==> config.mk <==
export PLATFORM = sky130hd
export DESIGN_NAME = base64_stream_decoder
export DESIGN_NICKNAME = d
export VERILOG_FILES = /design/src/hw/rtl/b64d_pkg.sv /design/src/hw/rtl/b64d_queue.sv /design/src/hw/rtl/b64d_front.sv /design/src/hw/rtl/b64d_back.sv /design/src/hw/rtl/base64_stream_decoder.sv
export SDC_FILE = /design/constraint.sdc
export NUM_CORES = 1
export LEC_CHECK = 0
export BUFFER_PORTS_ARGS = -buffer_cell sky130_fd_sc_hd__buf_2
export CORE_MARGIN = 2
export CORE_UTILIZATION = 30
export CTS_CLUSTER_DIAMETER = 80
export DETAILED_ROUTE_END_ITERATION = 10
export SYNTH_ARGS = -nofsm -noshare
export SYNTH_HDL_FRONTEND = slang
export SYNTH_HIERARCHICAL = 1
export SYNTH_SLANG_ARGS = --single-unit
==> constraint.sdc <==
create_clock -name i_clk -period 4 [get_ports i_clk]
set_input_delay 0.4 -clock i_clk [delete_from_list [all_inputs] [get_ports i_clk]]
set_output_delay 0.4 -clock i_clk [all_outputs]
set_load 0.01 [all_outputs]
==> src/hw/rtl/b64d_pkg.sv <==
// Shared types, constants and the character decode function of the base64 decoder.
package b64d_pkg;

    // Result status codes.
    localparam logic [1:0] ST_OK       = 2'd0;
    localparam logic [1:0] ST_BAD_CHAR = 2'd1;
    localparam logic [1:0] ST_BAD_LEN  = 2'd2;

    // Padding character.
    localparam logic [7:0] PAD_CHAR = 8'h3D;

    // Position of the closing character inside a group of four.
    localparam logic [1:0] POS_LAST = 2'd3;

    // Default depth of the queue between the front and back parts.
    localparam int QUEUE_DEPTH = 4;

    // One decoded group or one error, as handed from front to back.
    typedef struct packed {
        logic [2:0][7:0] bytes;   // byte k of the group at index k
        logic [1:0]      status;  // ST_OK, or the error code
        logic [1:0]      count;   // number of results, 1 to 3
        logic            done;    // the last result ends the message
    } t_rec;

    // Maps a character to {valid, sextet}; the sextet is zero when not valid.
    function automatic logic [6:0] sextet_of(input logic [7:0] c);
        logic [7:0] d;
        d = 8'h00;
        if (c >= 8'h41 && c <= 8'h5A) begin
            d = c - 8'h41;
            return {1'b1, d[5:0]};
        end else if (c >= 8'h61 && c <= 8'h7A) begin
            d = c - 8'h47;
            return {1'b1, d[5:0]};
        end else if (c >= 8'h30 && c <= 8'h39) begin
            d = c + 8'h04;
            return {1'b1, d[5:0]};
        end else if (c == 8'h2B) begin
            return {1'b1, 6'd62};
        end else if (c == 8'h2F) begin
            return {1'b1, 6'd63};
        end
        return 7'd0;
    endfunction

endpackage

==> src/hw/rtl/b64d_queue.sv <==
// Short register queue of decoded group records between the front and back parts.
module b64d_queue #(
    parameter int DEPTH = b64d_pkg::QUEUE_DEPTH
) (
    input  logic           i_clk,
    input  logic           i_rst_n,
    input  logic           i_push,
    input  b64d_pkg::t_rec i_rec,
    output logic           o_full,
    input  logic           i_pop,
    output b64d_pkg::t_rec o_rec,
    output logic           o_empty
);

    localparam int AW = (DEPTH > 1) ? $clog2(DEPTH) : 1;
    localparam int CW = $clog2(DEPTH + 1);

    b64d_pkg::t_rec r_mem [DEPTH];
    logic [AW-1:0]  r_wr_ptr;
    logic [AW-1:0]  r_rd_ptr;
    logic [CW-1:0]  r_count;
    logic [AW-1:0]  n_wr_ptr;
    logic [AW-1:0]  n_rd_ptr;
    logic [CW-1:0]  n_count;

    assign o_full  = (r_count == CW'(DEPTH));
    assign o_empty = (r_count == '0);
    assign o_rec   = r_mem[r_rd_ptr];

    // Pointer wrap and fill count.
    always_comb begin
        n_wr_ptr = r_wr_ptr;
        n_rd_ptr = r_rd_ptr;
        n_count  = r_count;
        if (i_push) begin
            n_wr_ptr = (r_wr_ptr == AW'(DEPTH - 1)) ? '0 : r_wr_ptr + 1'b1;
        end
        if (i_pop) begin
            n_rd_ptr = (r_rd_ptr == AW'(DEPTH - 1)) ? '0 : r_rd_ptr + 1'b1;
        end
        if (i_push && !i_pop) begin
            n_count = r_count + 1'b1;
        end else if (!i_push && i_pop) begin
            n_count = r_count - 1'b1;
        end
    end

    always_ff @(posedge i_clk) begin
        if (!i_rst_n) begin
            r_wr_ptr <= '0;
            r_rd_ptr <= '0;
            r_count  <= '0;
        end else begin
            r_wr_ptr <= n_wr_ptr;
            r_rd_ptr <= n_rd_ptr;
            r_count  <= n_count;
        end
    end

    // Entry storage needs no reset.
    always_ff @(posedge i_clk) begin
        if (i_push) begin
            r_mem[r_wr_ptr] <= i_rec;
        end
    end

endmodule

==> src/hw/rtl/b64d_front.sv <==
// Front part: accepts characters, checks them, gathers groups and queues records.
module b64d_front (
    input  logic           i_clk,
    input  logic           i_rst_n,
    input  logic           i_valid,
    output logic           o_ready,
    input  logic [7:0]     i_symbol,
    input  logic           i_message_end,
    input  logic           i_full,
    output logic           o_push,
    output b64d_pkg::t_rec o_rec
);

    logic [1:0]  r_pos;
    logic [17:0] r_sext;
    logic        r_pad;
    logic        r_disc;
    logic [1:0]  n_pos;
    logic [17:0] n_sext;
    logic        n_pad;
    logic        n_disc;

    logic        accept;
    logic [6:0]  decoded;
    logic        is_valid;
    logic [5:0]  sv;
    logic        is_pad;
    logic        bad;
    logic [1:0]  cnt;

    assign o_ready  = !i_full;
    assign accept   = i_valid && o_ready;
    assign decoded  = b64d_pkg::sextet_of(i_symbol);
    assign is_valid = decoded[6];
    assign sv       = decoded[5:0];
    assign is_pad   = (i_symbol == b64d_pkg::PAD_CHAR);
    assign cnt      = r_pad ? 2'd1 : (is_pad ? 2'd2 : 2'd3);

    // Character check by position; padding is legal only in the third and fourth.
    always_comb begin
        if (r_pos == 2'd0 || r_pos == 2'd1) begin
            bad = !is_valid;
        end else if (r_pos == 2'd2) begin
            bad = !is_valid && !is_pad;
        end else begin
            bad = r_pad ? !is_pad : (!is_valid && !is_pad);
        end
    end

    // Group state update and record build.
    always_comb begin
        n_pos        = r_pos;
        n_sext       = r_sext;
        n_pad        = r_pad;
        n_disc       = r_disc;
        o_push       = 1'b0;
        o_rec.bytes  = '0;
        o_rec.status = b64d_pkg::ST_OK;
        o_rec.count  = 2'd1;
        o_rec.done   = 1'b1;
        if (accept) begin
            if (r_disc) begin
                // Drop the rest of a failed message.
                if (i_message_end) begin
                    n_disc = 1'b0;
                    n_pos  = '0;
                    n_sext = '0;
                    n_pad  = 1'b0;
                end
            end else if (bad) begin
                o_push       = 1'b1;
                o_rec.status = b64d_pkg::ST_BAD_CHAR;
                n_pos        = '0;
                n_sext       = '0;
                n_pad        = 1'b0;
                n_disc       = !i_message_end;
            end else if (r_pos != b64d_pkg::POS_LAST) begin
                n_sext = {r_sext[11:0], sv};
                n_pad  = r_pad || is_pad;
                n_pos  = r_pos + 2'd1;
                // A message that ends inside a group is too short.
                if (i_message_end) begin
                    o_push       = 1'b1;
                    o_rec.status = b64d_pkg::ST_BAD_LEN;
                    n_pos        = '0;
                    n_sext       = '0;
                    n_pad        = 1'b0;
                    n_disc       = 1'b0;
                end
            end else if (cnt != 2'd3 && !i_message_end) begin
                // A padded group that is not the last one of the message.
                o_push       = 1'b1;
                o_rec.status = b64d_pkg::ST_BAD_CHAR;
                n_pos        = '0;
                n_sext       = '0;
                n_pad        = 1'b0;
                n_disc       = 1'b1;
            end else begin
                o_push          = 1'b1;
                o_rec.bytes[0]  = {r_sext[17:12], r_sext[11:10]};
                o_rec.bytes[1]  = {r_sext[9:6], r_sext[5:2]};
                o_rec.bytes[2]  = {r_sext[1:0], sv};
                o_rec.count     = cnt;
                o_rec.done      = i_message_end;
                n_pos           = '0;
                n_sext          = '0;
                n_pad           = 1'b0;
            end
        end
    end

    always_ff @(posedge i_clk) begin
        if (!i_rst_n) begin
            r_pos  <= '0;
            r_sext <= '0;
            r_pad  <= 1'b0;
            r_disc <= 1'b0;
        end else begin
            r_pos  <= n_pos;
            r_sext <= n_sext;
            r_pad  <= n_pad;
            r_disc <= n_disc;
        end
    end

endmodule

==> src/hw/rtl/b64d_back.sv <==
// Back part: takes queued records and sends their results one per cycle while the output is ready.
module b64d_back (
    input  logic           i_clk,
    input  logic           i_rst_n,
    input  b64d_pkg::t_rec i_rec,
    input  logic           i_empty,
    output logic           o_pop,
    output logic           o_valid,
    input  logic           i_ready,
    output logic [7:0]     o_data_byte,
    output logic [1:0]     o_status,
    output logic           o_run_last,
    output logic           o_message_done
);

    logic           r_valid;
    logic [1:0]     r_idx;
    b64d_pkg::t_rec r_rec;
    logic           n_valid;
    logic [1:0]     n_idx;
    logic           last;

    assign last  = ((r_idx + 2'd1) == r_rec.count);
    assign o_pop = (!r_valid || (i_ready && last)) && !i_empty;

    // Walk through the results of the current record.
    always_comb begin
        n_valid = r_valid;
        n_idx   = r_idx;
        if (o_pop) begin
            n_valid = 1'b1;
            n_idx   = '0;
        end else if (r_valid && i_ready) begin
            if (last) begin
                n_valid = 1'b0;
            end else begin
                n_idx = r_idx + 2'd1;
            end
        end
    end

    always_ff @(posedge i_clk) begin
        if (!i_rst_n) begin
            r_valid <= 1'b0;
            r_idx   <= '0;
        end else begin
            r_valid <= n_valid;
            r_idx   <= n_idx;
        end
    end

    // Record payload needs no reset.
    always_ff @(posedge i_clk) begin
        if (o_pop) begin
            r_rec <= i_rec;
        end
    end

    // Result fields from the held record.
    always_comb begin
        unique case (r_idx)
            2'd0:    o_data_byte = r_rec.bytes[0];
            2'd1:    o_data_byte = r_rec.bytes[1];
            2'd2:    o_data_byte = r_rec.bytes[2];
            default: o_data_byte = 8'h00;
        endcase
    end

    assign o_valid        = r_valid;
    assign o_status       = r_rec.status;
    assign o_run_last     = last;
    assign o_message_done = last && r_rec.done;

endmodule

==> src/hw/rtl/base64_stream_decoder.sv <==
// Streaming base64 decoder top level: front checker, record queue and result sender.
// Throughput: one character request per cycle while the queue has room; one result per cycle while output is ready.
// A closed group or error is written into the record queue, then taken into the result sender's held record.
// The input stalls only while the record queue between front and back is full.
// Reset (synchronous, active low) clears group state, the queue and the output valid.
module base64_stream_decoder #(
    parameter int P_QUEUE_DEPTH = b64d_pkg::QUEUE_DEPTH
) (
    input  logic       i_clk,
    input  logic       i_rst_n,
    input  logic       i_s_axis_tvalid,
    output logic       o_s_axis_tready,
    input  logic [7:0] i_s_axis_tdata,   // [7:0] symbol
    input  logic       i_s_axis_tlast,   // message_end
    output logic       o_m_axis_tvalid,
    input  logic       i_m_axis_tready,
    output logic [7:0] o_m_axis_tdata,   // [7:0] data_byte
    output logic [2:0] o_m_axis_tuser,   // [1:0] status, [2] run_last
    output logic       o_m_axis_tlast    // message_done
);

    b64d_pkg::t_rec push_rec;
    b64d_pkg::t_rec head_rec;
    logic           push;
    logic           pop;
    logic           full;
    logic           empty;
    logic [1:0]     status;
    logic           run_last;

    // Character intake and group assembly.
    b64d_front u_front (
        .i_clk         (i_clk),
        .i_rst_n       (i_rst_n),
        .i_valid       (i_s_axis_tvalid),
        .o_ready       (o_s_axis_tready),
        .i_symbol      (i_s_axis_tdata),
        .i_message_end (i_s_axis_tlast),
        .i_full        (full),
        .o_push        (push),
        .o_rec         (push_rec)
    );

    // Decouples the two parts.
    b64d_queue #(
        .DEPTH (P_QUEUE_DEPTH)
    ) u_queue (
        .i_clk   (i_clk),
        .i_rst_n (i_rst_n),
        .i_push  (push),
        .i_rec   (push_rec),
        .o_full  (full),
        .i_pop   (pop),
        .o_rec   (head_rec),
        .o_empty (empty)
    );

    // Result sender.
    b64d_back u_back (
        .i_clk          (i_clk),
        .i_rst_n        (i_rst_n),
        .i_rec          (head_rec),
        .i_empty        (empty),
        .o_pop          (pop),
        .o_valid        (o_m_axis_tvalid),
        .i_ready        (i_m_axis_tready),
        .o_data_byte    (o_m_axis_tdata),
        .o_status       (status),
        .o_run_last     (run_last),
        .o_message_done (o_m_axis_tlast)
    );

    assign o_m_axis_tuser = {run_last, status};

endmodule

# After elaboration in Yosys (flattened, before gate mapping)
# Memories as Yosys holds them, arrays and structs flattened. A register that Yosys moved wholly into a read port is not among the register bits.
# Cells that the tools add are included.
# Widths: inputs -> output; s select.
[op_classes]
magnitude_cmp = 6
n_bitwise = 2
addsub = 9
n_mux = 63
n_reduce_logical = 33
eq_ne = 14
[ops]
columns = ["operator", "n"]
rows = [
  ["$mux 18", 5],
  ["$mux 24", 3],
  ["$mux 29", 2],
  ["$mux 7", 6],
  ["$mux 1", 30],
  ["$eq 8x6->1 const B", 3],
  ["$pmux 8 s3", 1],
  ["$mux 2", 11],
  ["$ge 8x7->1 const B", 2],
  ["$le 8x7->1 const B", 2],
  ["$mux 3", 5],
  ["$logic_and 1x1->1", 12],
  ["$add 2x1->2 const B", 4],
  ["$eq 2x2->1 const B", 4],
  ["$ge 8x6->1 const B", 1],
  ["$le 8x6->1 const B", 1],
  ["$logic_not 1->1", 8],
  ["$add 6x3->6 const B", 1],
  ["$ne 2x2->1 const B", 3],
  ["$reduce_and 2->1", 3],
  ["$reduce_bool 2->1", 3],
  ["$sub 6x1->6 const B", 1],
  ["$sub 6x3->6 const B", 1],
  ["$eq 2x1->1 const B", 2],
  ["other kinds (9)", 13],
]
[word_totals]
ff_bits = 32
ram_bits = 116
n_memories = 1
in_bits = 13
[memory_table]
columns = ["name", "depth", "word_bits", "rd", "rd_ports_with_merged_regs", "wr", "line", "text"]
rows = [
  ["u_queue.r_mem", 4, 29, 1, 1, 1, "b64d_queue.sv:18", "b64d_pkg::t_rec r_mem [DEPTH];"],
]

# Logic depth before layout (Yosys ltp)
# Gate-level depths: netlist of the first run.
[depth]
word_depth = 19
mapped_depth = 14

# Cells and area by module
# Netlist of the first run, hierarchy kept.
[by_module_without_submodules]
columns = ["module", "instances", "area_each_um2", "cells_each", "seq_area_each_um2"]
rows = [
  ["b64d_queue", 1, 4650.7, 195, 3663.5],
  ["b64d_front", 1, 1761.7, 214, 440.4],
  ["b64d_back", 1, 1272.5, 82, 930.9],
  ["base64_stream_decoder", 1, 7.5, 1, 0.0],
]

# Worst setup path before layout of the first run
# No wires, ideal clock.
[synth_path]
kind = "reg-to-reg"
startpoint = "reg u_back.r_idx[0]"
endpoint = "reg u_queue.r_count[2]"
arrival_time_ns = 3.981
path_stages_with_launch = 13
synth_period_minus_slack_ns = 4.057
required_time_ns = 3.924
setup_ns = 0.076
slack_ns = -0.057
path_cell_list = "dfxtp_1 > inv_1 > ha_1 > xnor2_1 > nand3_1 > a21oi_1 > inv_1 > ha_1 > inv_1 > fa_1 > xor2_1 > or3_1 > a21boi_0"
[synth_between]
elab_chain_len = 8
[synth_lines]
columns = ["item", "line", "text"]
rows = [
  ["from (decl)", "b64d_back.sv:17", "logic [1:0] r_idx;"],
  ["from (signal assigned)", "b64d_back.sv:48", "r_idx <= n_idx;"],
  ["$add 2x1->2 (*)", "b64d_back.sv:23", "assign last = ((r_idx + 2'd1) == r_rec.count);"],
  ["$eq 2x2->1 (*)", "b64d_back.sv:23", ""],
  ["$logic_and 1x1->1 (*)", "b64d_back.sv:24", "assign o_pop = (!r_valid || (i_ready && last)) && !i_empty;"],
  ["$logic_or 1x1->1 (*)", "b64d_back.sv:24", ""],
  ["$logic_and 1x1->1 (*)", "b64d_back.sv:24", ""],
  ["net pop", "base64_stream_decoder.sv:25", "logic pop;"],
  ["$logic_not 1->1", "b64d_queue.sv:41", "if (i_push && !i_pop) begin"],
  ["$logic_and 1x1->1", "b64d_queue.sv:41", ""],
  ["$mux 3 / $reduce_bool 2->1 (equally long branches)", "--", ""],
  ["to (signal assigned)", "b64d_queue.sv:56", "r_count <= n_count;"],
  ["to (decl)", "b64d_queue.sv:21", "logic [CW-1:0] r_count;"],
]
# The timed path passes the listed nets; every way through them passes the cells marked *.
# A chain may end at the register's enable or synchronous reset.

# Worst setup path in the final report of the first run
[layout_path]
startpoint = "in i_s_axis_tdata[2]"
endpoint = "reg u_queue.r_count[2]"
[layout_between]
elab_chain_len = 18
[layout_lines]
columns = ["item", "line", "text"]
rows = [
  ["from (decl)", "base64_stream_decoder.sv:13", "input logic [7:0] i_s_axis_tdata,"],
  ["branches (longest 11 deep; another with $ge 8x6->1)", "--", ""],
  ["$mux 1 (*)", "b64d_front.sv:41", "if (r_pos == 2'd0 || r_pos == 2'd1) begin"],
  ["$mux 1 (*)", "b64d_front.sv:70", "end else if (bad) begin"],
  ["$mux 1 (*)", "b64d_front.sv:62", "if (r_disc) begin"],
  ["$mux 1 (*)", "b64d_front.sv:61", "if (accept) begin"],
  ["net push", "base64_stream_decoder.sv:24", "logic push;"],
  ["$logic_not 1->1", "b64d_queue.sv:43", "end else if (!i_push && i_pop) begin"],
  ["$logic_and 1x1->1", "b64d_queue.sv:43", ""],
  ["$reduce_bool 2->1 (no line)", "--", ""],
]
# Mark *: on every way through the listed nets, which the timed path passes.

==> results summary, run 1 <==
The startpoint identified for the worst hold timing path is i_m_axis_tready. The synthesized net count is 529. Hold is met by 264 ps. The area of the mapped netlist is 7690 um^2. In this run the horizontal extent of the chip is 164 um.

Summed over all nets, the half-perimeter wirelength after detailed placement is 9.67 mm. For this run, the total global-route usage over all layers was measured as 11.6%. The clock sink total came out at 179. The detailed router finished its first iteration with 364 violations.

The number of instances on the worst hold path is 2. The number of antenna-violating nets in the routed design came out at 0. The average cell area after synthesis is 15.6 um^2.

For this run, the number of Yosys warnings is 6. The aggregate negative setup slack is 0 ps. The reg-to-reg setup timing slack is 840 ps. By startpoint and endpoint, the worst setup path is classified as in2reg. The flip-flop cell with the highest count after synthesis is sky130_fd_sc_hd__edfxtp_1.

After detailed routing, the number of vias per cell comes to 4.95. The worst IR drop on VDD is 0.000252 V. The initial antenna violation count is 0. The effective utilization at floorplan came out at 30.5%. Max-cap violations in this run came to 0. The worst register-to-register path ends at u_queue/r_count[2].

The core region is 25200 um^2. The final setup skew is 14.5 ps. The number of distinct standard cells referenced by the synthesized netlist is 61. Based on the critical path, the design can be clocked at up to 311 MHz.

0 antenna diodes ended up in the layout. The run finished with clean final reports. The buffer levels on the longest clock path came out at 2. The worst setup path is captured at a flop. The number of instances resized during post-cts repair came out at 0.

The net count reported at finish came out at 564. The endpoint of the worst hold-timing path is u_back/o_valid. The placed instance area came out at 8190 um^2. In this run the power density over the cells is 617 nW/um^2.

The worst setup path is launched from a primary input. After floorplanning, the core was divided into 58 placement rows. The weighted congestion reported at the end of routability-driven placement is 0.844. The clock transition at the registers of the reported paths came out at 60 ps. The signal arrival time at the worst endpoint came out at 3560 ps. In this run the tightest slew margin relative to its limit is 28.7%. The required time reported for the critical path endpoint is 4350 ps.

The fraction of final layout cells sized beyond drive strength 1 came out at 19.4%. The ratio of final minimum period to clock period is 80.4%. Counting cells, the worst reg-to-reg path comes to 12. The routed length per placed instance came out at 17.1 um.

The number of slew-limit violations in the final report came out at 0. Clock tree synthesis selected as its root buffer the cell sky130_fd_sc_hd__clkbuf_16. In the synthesized netlist the async set-or-reset flop fraction comes to 0%. Setup repair after global routing left no endpoint under its margin.

Summed over all layers, the routed wires come to 14.9 mm. The post-CTS setup buffer count is 0. The library cells used most frequently in the layout, excluding fill and tap cells, are 145 x sky130_fd_sc_hd__edfxtp_1, 32 x sky130_fd_sc_hd__dfxtp_1, 30 x sky130_fd_sc_hd__and2_1. The startpoint identified for the worst register-to-register timing path is u_front/r_pos[0]. For this run the aggregate overflow at the end of global routing stands at 0. The portion of the post-synthesis area used by sequential elements is 65.5%. The number of hold-repair buffers added at the cts stage came out at 0.

The source-to-sink clock delay at the later pin of the worst-skew pair came out at 430 ps. The largest fanout on the critical path is 8. The detailed router placed 4309 vias in this run.

Counting flops and latches in the post-synthesis netlist gives 179. The count of buffers added on input and output ports is 26. The post-detailed-route DRC marker count is 0. The transition at the pin with the smallest max-transition slack is 1070 ps. The number of flops mapped to enable cells by yosys is 145. The maximum number of pins on one net before global-route repair came out at 35. The first-pass GRT wire length is 23.6 mm. The area of the die is 26900 um^2.

The number of hold violations in the final report came out at 0. The design area came out at 8770 um^2. The most common cell after layout, fill and taps aside is sky130_fd_sc_hd__edfxtp_1. TritonCTS created 17 clock buffers.

27 I/O pins were placed. The vertical die dimension came out at 164 um. The final critical path time including I/O delays and setup came out at 3220 ps. Relative to the synthesized area, the layout overhead comes to 14.0%. The type of the most critical hold path is in2reg. The via count of the first global-routing pass was 4415.

CTS built an H-tree with a depth of 4. The leakage power summed over all cells came out at 0.00298 uW. The post-synthesis instance total came out at 492.

TritonCTS built the clock tree. Before antenna repair, the detailed router went through 4 iterations. The final number of setup-violating endpoints came out at 0.
metal layers:
layer  up-vias  GRT usage (%)  wire length, um
met3        14           2.58              590
met4         0           4.63              198
li1       1993              -                -
met1      2200           15.3             6990
met5         -              0                0
met2       102           18.6             7130
Yosys cell counts (2+ instances only):
cell type | instances | area share, %
sky130_fd_sc_hd__buf_6 | 2 | 0.29
sky130_fd_sc_hd__o211ai_1 | 6 | 0.59
sky130_fd_sc_hd__nand4bb_1 | 2 | 0.29
sky130_fd_sc_hd__a31oi_1 | 5 | 0.41
sky130_fd_sc_hd__mux2i_1 | 5 | 0.65
sky130_fd_sc_hd__buf_2 | 7 | 0.46
sky130_fd_sc_hd__nor2b_1 | 26 | 2.1
sky130_fd_sc_hd__buf_4 | 4 | 0.39
sky130_fd_sc_hd__nor3_1 | 8 | 0.52
sky130_fd_sc_hd__a221oi_1 | 2 | 0.23
sky130_fd_sc_hd__o2111a_1 | 2 | 0.29
sky130_fd_sc_hd__xnor2_1 | 4 | 0.46
sky130_fd_sc_hd__a222oi_1 | 8 | 1.0
sky130_fd_sc_hd__nor4_1 | 3 | 0.24
sky130_fd_sc_hd__clkbuf_1 | 5 | 0.24
sky130_fd_sc_hd__and3_1 | 5 | 0.41
sky130_fd_sc_hd__a21oi_1 | 6 | 0.39
sky130_fd_sc_hd__o31a_1 | 2 | 0.23
sky130_fd_sc_hd__o221ai_1 | 2 | 0.23
sky130_fd_sc_hd__nand2_1 | 17 | 0.83
sky130_fd_sc_hd__a21o_1 | 4 | 0.39
sky130_fd_sc_hd__ha_1 | 23 | 3.7
sky130_fd_sc_hd__a22oi_1 | 15 | 1.5
sky130_fd_sc_hd__nor2_1 | 16 | 0.78
sky130_fd_sc_hd__mux4_2 | 28 | 8.2
sky130_fd_sc_hd__a211oi_1 | 3 | 0.29
sky130_fd_sc_hd__o21a_1 | 3 | 0.29
sky130_fd_sc_hd__nand3_1 | 8 | 0.52
sky130_fd_sc_hd__nand4b_1 | 2 | 0.23
sky130_fd_sc_hd__inv_1 | 19 | 0.93
sky130_fd_sc_hd__a21boi_0 | 2 | 0.20
sky130_fd_sc_hd__and2_1 | 30 | 2.4
sky130_fd_sc_hd__dfxtp_1 | 34 | 8.8
sky130_fd_sc_hd__edfxtp_1 | 145 | 57
sky130_fd_sc_hd__o21ai_0 | 11 | 0.72
sky130_fd_sc_hd__xor2_1 | 3 | 0.34
cell type report:
class	instances	area, um^2
Tap cell	330	413
Multi-Input combinational cell	274	2470
Fill cell	2374	16400
Clock buffer	22	464
Inverter	19	71.3
Sequential cell	179	5040
Clock inverter	10	108
Timing Repair Buffer	36	205
kinds of logic (layout without fill, tap and decap cells):
family	after synthesis	in the layout	share of synthesized area (%)
flops	179	179	65.5
simple gates	126	126	9.53
compound gates	83	83	8.41
buf+inv	39	87	2.62
mux	34	34	9.19
fa+ha+maj	24	24	4.00
xor+xnor	7	7	0.797
flip-flops by register name (all words and copies together) (netlist names), named ones only:
register	cells
u_queue/r_mem	116
u_back/r_rec	27
u_front/r_sext	18
u_queue/r_count	3
u_back/o_status	2
u_back/r_idx	2
u_front/r_pos	2
u_queue/r_rd_ptr	2
u_queue/r_wr_ptr	2
u_back/o_valid	1
u_front/r_disc	1
u_front/r_pad	1
power by group:
| group | internal (uW) | switching (uW) |
|---|---|---|
| registers | 2380 | 246 |
| clock network | 947 | 659 |
| logic | 549 | 622 |
metrics by stage:
stage	std cells	util, %	setup slack, ps	power, uW
detailed placement	838	32.5	401	3870
CTS	870	34.8	834	5460
finish	870	34.8	783	5410
global placement	838	32.5	577	3810
floorplan	492	-	669	3460
global route	870	34.8	596	5670
critical path, cell delays in order:
cell                       delay, ps
sky130_fd_sc_hd__buf_2           120
sky130_fd_sc_hd__inv_1           170
sky130_fd_sc_hd__ha_1            330
sky130_fd_sc_hd__nor2b_1         220
sky130_fd_sc_hd__o21ai_1         140
sky130_fd_sc_hd__a21oi_2         330
sky130_fd_sc_hd__a21o_1          220
sky130_fd_sc_hd__nand2_1         130
sky130_fd_sc_hd__a21oi_1         220
sky130_fd_sc_hd__ha_1            220
sky130_fd_sc_hd__inv_1            60
sky130_fd_sc_hd__fa_1            370
sky130_fd_sc_hd__xor2_1          150
sky130_fd_sc_hd__or3_1           300
sky130_fd_sc_hd__a21boi_0        170
worst max path at each step:
stage / startpoint / to / depth (start not counted)
final: i_s_axis_tdata[2] / u_queue/r_count[2] / 15
after global routing: u_front/r_pos[0] / u_queue/r_count[2] / 12
after CTS: u_front/r_pos[0] / u_queue/r_count[2] / 12
after detailed placement: i_s_axis_tdata[2] / u_queue/r_count[2] / 15
after global placement: i_s_axis_tdata[2] / u_queue/r_count[2] / 15
after floorplan: u_back/r_idx[0] / u_queue/r_count[2] / 12
(Power assumes the default switching activity.)
==> run 2: changes to the inputs <==
==> constraint.sdc (replaced) <==
create_clock -name i_clk -period 2.6 [get_ports i_clk]
set_input_delay 0.26 -clock i_clk [delete_from_list [all_inputs] [get_ports i_clk]]
set_output_delay 0.26 -clock i_clk [all_outputs]
set_load 0.01 [all_outputs]
==> run 2 against run 1 <==
First-iteration DRC count shrank 0.82%. Clock-buffer cell count down 4. Sequential power grew 49%. Worst setup slack worse by 820 ps. Register-to-register slack got worse by 880 ps. Power is 55% higher. Utilization rose by 1.7 points. Critical path type is now reg2reg. Clock skew decreased by 5.9 ps. Non-clock buffer count rose by 35. Cell count grew 4.0%. The run now ends with setup timing left.
==> results summary, run 2 (synthesis gave the netlist of run 1 again) <==
TritonCTS built the clock tree. The worst setup margin came out at -38.3 ps. The final number of setup-violating endpoints came out at 1. The number of flip-flops under the largest register name is 116. The met2 layer usage reported by global route is 20.3%.

Setup repair after global routing could not meet its margin everywhere. The max-cap check violation count came out at 0. The via count of the first global-routing pass is 4519. The signal arrival time at the worst endpoint came out at 2990 ps. Counting the buffers created by CTS gives 17. Counting instances, the worst hold path has a depth of 2.

The element type at the critical path end is a flop. For the worst flop-to-flop path, the logic depth is 13. At the end of routability-driven placement, the weighted congestion stood at 0.846. The vertical die dimension came out at 164 um. In this run the deepest clock path goes through 2 buffers.

The met1 demand-to-capacity share in global routing is 15.5%. The wire-length estimate of the detail-placed layout is 10.4 mm. The routed design has 15.3 mm of wire. The source-to-sink clock delay at the later pin of the worst-skew pair came out at 430 ps. The met3 usage in global routing is 2.58%.

The final setup skew is 8.63 ps. CTS placed an instance of sky130_fd_sc_hd__clkbuf_16 at the clock tree root. The post-detailed-route DRC marker count is 0. More flip-flops sit in one register than any other, and that register is u_queue/r_mem. The number of hold violations in the final report was 0. In the global route stage, overall resource usage came out at 12.1%. In this run the most used layer during global routing was met2. After clock tree synthesis, the clock-pin slew on the worst setup and hold paths is 60 ps. The number of search-and-repair iterations in the first detailed-routing pass is 5.

The required time reported for the critical path endpoint is 2950 ps. The count of standard-cell rows came out at 58. The path with the worst hold slack has its endpoint at u_back/o_valid.

The final reports fail on setup timing. The area added between synthesis and finish is 19.5%. The diode insertion count for antenna repair is 0. The peak clock frequency supported by timing came out at 379 MHz. In the final layout, the registers with the most flip-flops are u_queue/r_mem x116, u_back/r_rec x27, u_front/r_sext x18. The area of the die came out at 26900 um^2. The clock sink total came out at 179. The initial utilization of the core area, before any placement, comes to 30.5%. Hold is met by 141 ps. The count of nets left with antenna violations once routing finished came out at 0. The leakage power summed over all cells is 0.00317 uW. The fraction of final layout cells sized beyond drive strength 1 is 29.2%. The run finished, with violations left. In this run the worst path has a maximum fanout of 3. The count of boundary I/O pins is 27.

The maximum number of pins on one net before global-route repair came out at 35. The net count reported at finish came out at 599. The DRC marker count from the first detailed-route iteration is 361.

The startpoint type of the worst setup path is a flop. The ratio of final minimum period to clock period is 101%. The overall power consumption is 8370 uW. The worst hold path begins at i_m_axis_tready.

The worst IR drop on VDD is 0.000454 V. The via density per instance came out at 4.80. The global route total overflow is 0. Setup slack on the worst reg-to-reg path comes out at -40 ps. For this run, the share of the core covered by cells in the final layout is 36.5%.

In this run the critical register-to-register path is captured at u_queue/r_count[2]. The worst setup path is of the reg2reg kind. In this run the critical register-to-register path is launched from u_front/r_pos[1].

In the layout the commonest cells are 145 x sky130_fd_sc_hd__edfxtp_1, 37 x sky130_fd_sc_hd__buf_4, 29 x sky130_fd_sc_hd__dfxtp_1. The total vias in the final route came out at 4344. For this design the ratio of total power to cell area is 910 nW/um^2. The final critical path time including I/O delays and setup came out at 2640 ps. The worst pin sits at a relative slew slack of 49.8%. The core outline area is 25200 um^2. The first global-routing pass estimated 24.6 mm of wire. After detailed routing, the average wire length per cell comes to 16.9 um. Timing analysis after detailed placement gives a worst setup slack of -163 ps.

The initial antenna violation count was 0. The H-tree was split into 4 levels. Leaving out fill and tap cells, the most frequent cell in the layout is sky130_fd_sc_hd__edfxtp_1. The number of I/O port buffers came out at 26. The die outline width came out at 164 um.

The worst hold path belongs to the class in2reg. The number of slew-limit violations in the final report came to 0. For the pin with the worst max-slew slack, the measured transition is 752 ps.
-- run 2: cell type report --
class | count | area [um^2]
Timing Repair Buffer | 71 | 568
Fill cell | 2327 | 16000
Inverter | 19 | 77.6
Tap cell | 330 | 413
Sequential cell | 179 | 5040
Clock buffer | 18 | 429
Clock inverter | 14 | 108
Multi-Input combinational cell | 274 | 2550
-- run 2: worst max path at each step --
stage                      start  slack (ps)                  to  cells past startpoint
6_report        u_front/r_pos[1]         -40  u_queue/r_count[2]                     13
5_1_grt         u_front/r_pos[1]        -160  u_queue/r_count[2]                     13
4_1_cts         u_front/r_pos[0]         -30  u_queue/r_count[2]                     13
3_5_place_dp    u_front/r_pos[0]        -160  u_queue/r_count[2]                     13
3_3_place_gp   i_s_axis_tdata[2]         -40  u_queue/r_count[2]                     15
2_1_floorplan  i_s_axis_tdata[2]        -130  u_queue/r_count[2]                     14
-- run 2: metal layers --
metal / vias to the layer above / share of wire [%]
li1: 2068 / -
met5: - / 0
met2: 90 / 49
met4: 0 / 1.3
met1: 2170 / 46
met3: 16 / 3.7
-- run 2: through the flow --
stage          instance area [um^2]  setup TNS (ps)  cells
5_1_grt                        9190            -281    905
6_report                       9190           -38.3    905
3_3_place_gp                   8600           -40.8    868
2_1_floorplan                  7790            -141    492
3_5_place_dp                   8600            -163    868
4_1_cts                        9180           -27.1    903
-- run 2: timing repair --
item | CTS | global route
buffers inserted | 3 | 2
pin swaps | 3 | 3
hold buffers | 0 | 0
cloned | 0 | 0
resized for setup | 6 | 0
endpoints found under the setup margin | 1 | 1
-- run 2: power by group --
part	leakage, uW	switching [uW]	internal [uW]
Sequential	0.00169	267	3670
Combinational	0.00122	1130	1010
Clock	0.000264	1060	1230
-- run 2: worst max-delay path, stage by stage (launching register included) --
cell                       delay [ps]
sky130_fd_sc_hd__dfxtp_2          340
sky130_fd_sc_hd__inv_1             60
sky130_fd_sc_hd__ha_2             180
sky130_fd_sc_hd__nor4b_2          290
sky130_fd_sc_hd__buf_4            170
sky130_fd_sc_hd__a21o_1           110
sky130_fd_sc_hd__nand2_2           80
sky130_fd_sc_hd__a21oi_4          180
sky130_fd_sc_hd__ha_4             150
sky130_fd_sc_hd__inv_2             40
sky130_fd_sc_hd__fa_2             340
sky130_fd_sc_hd__xor2_1           160
sky130_fd_sc_hd__or3_1            320
sky130_fd_sc_hd__a21boi_1         140
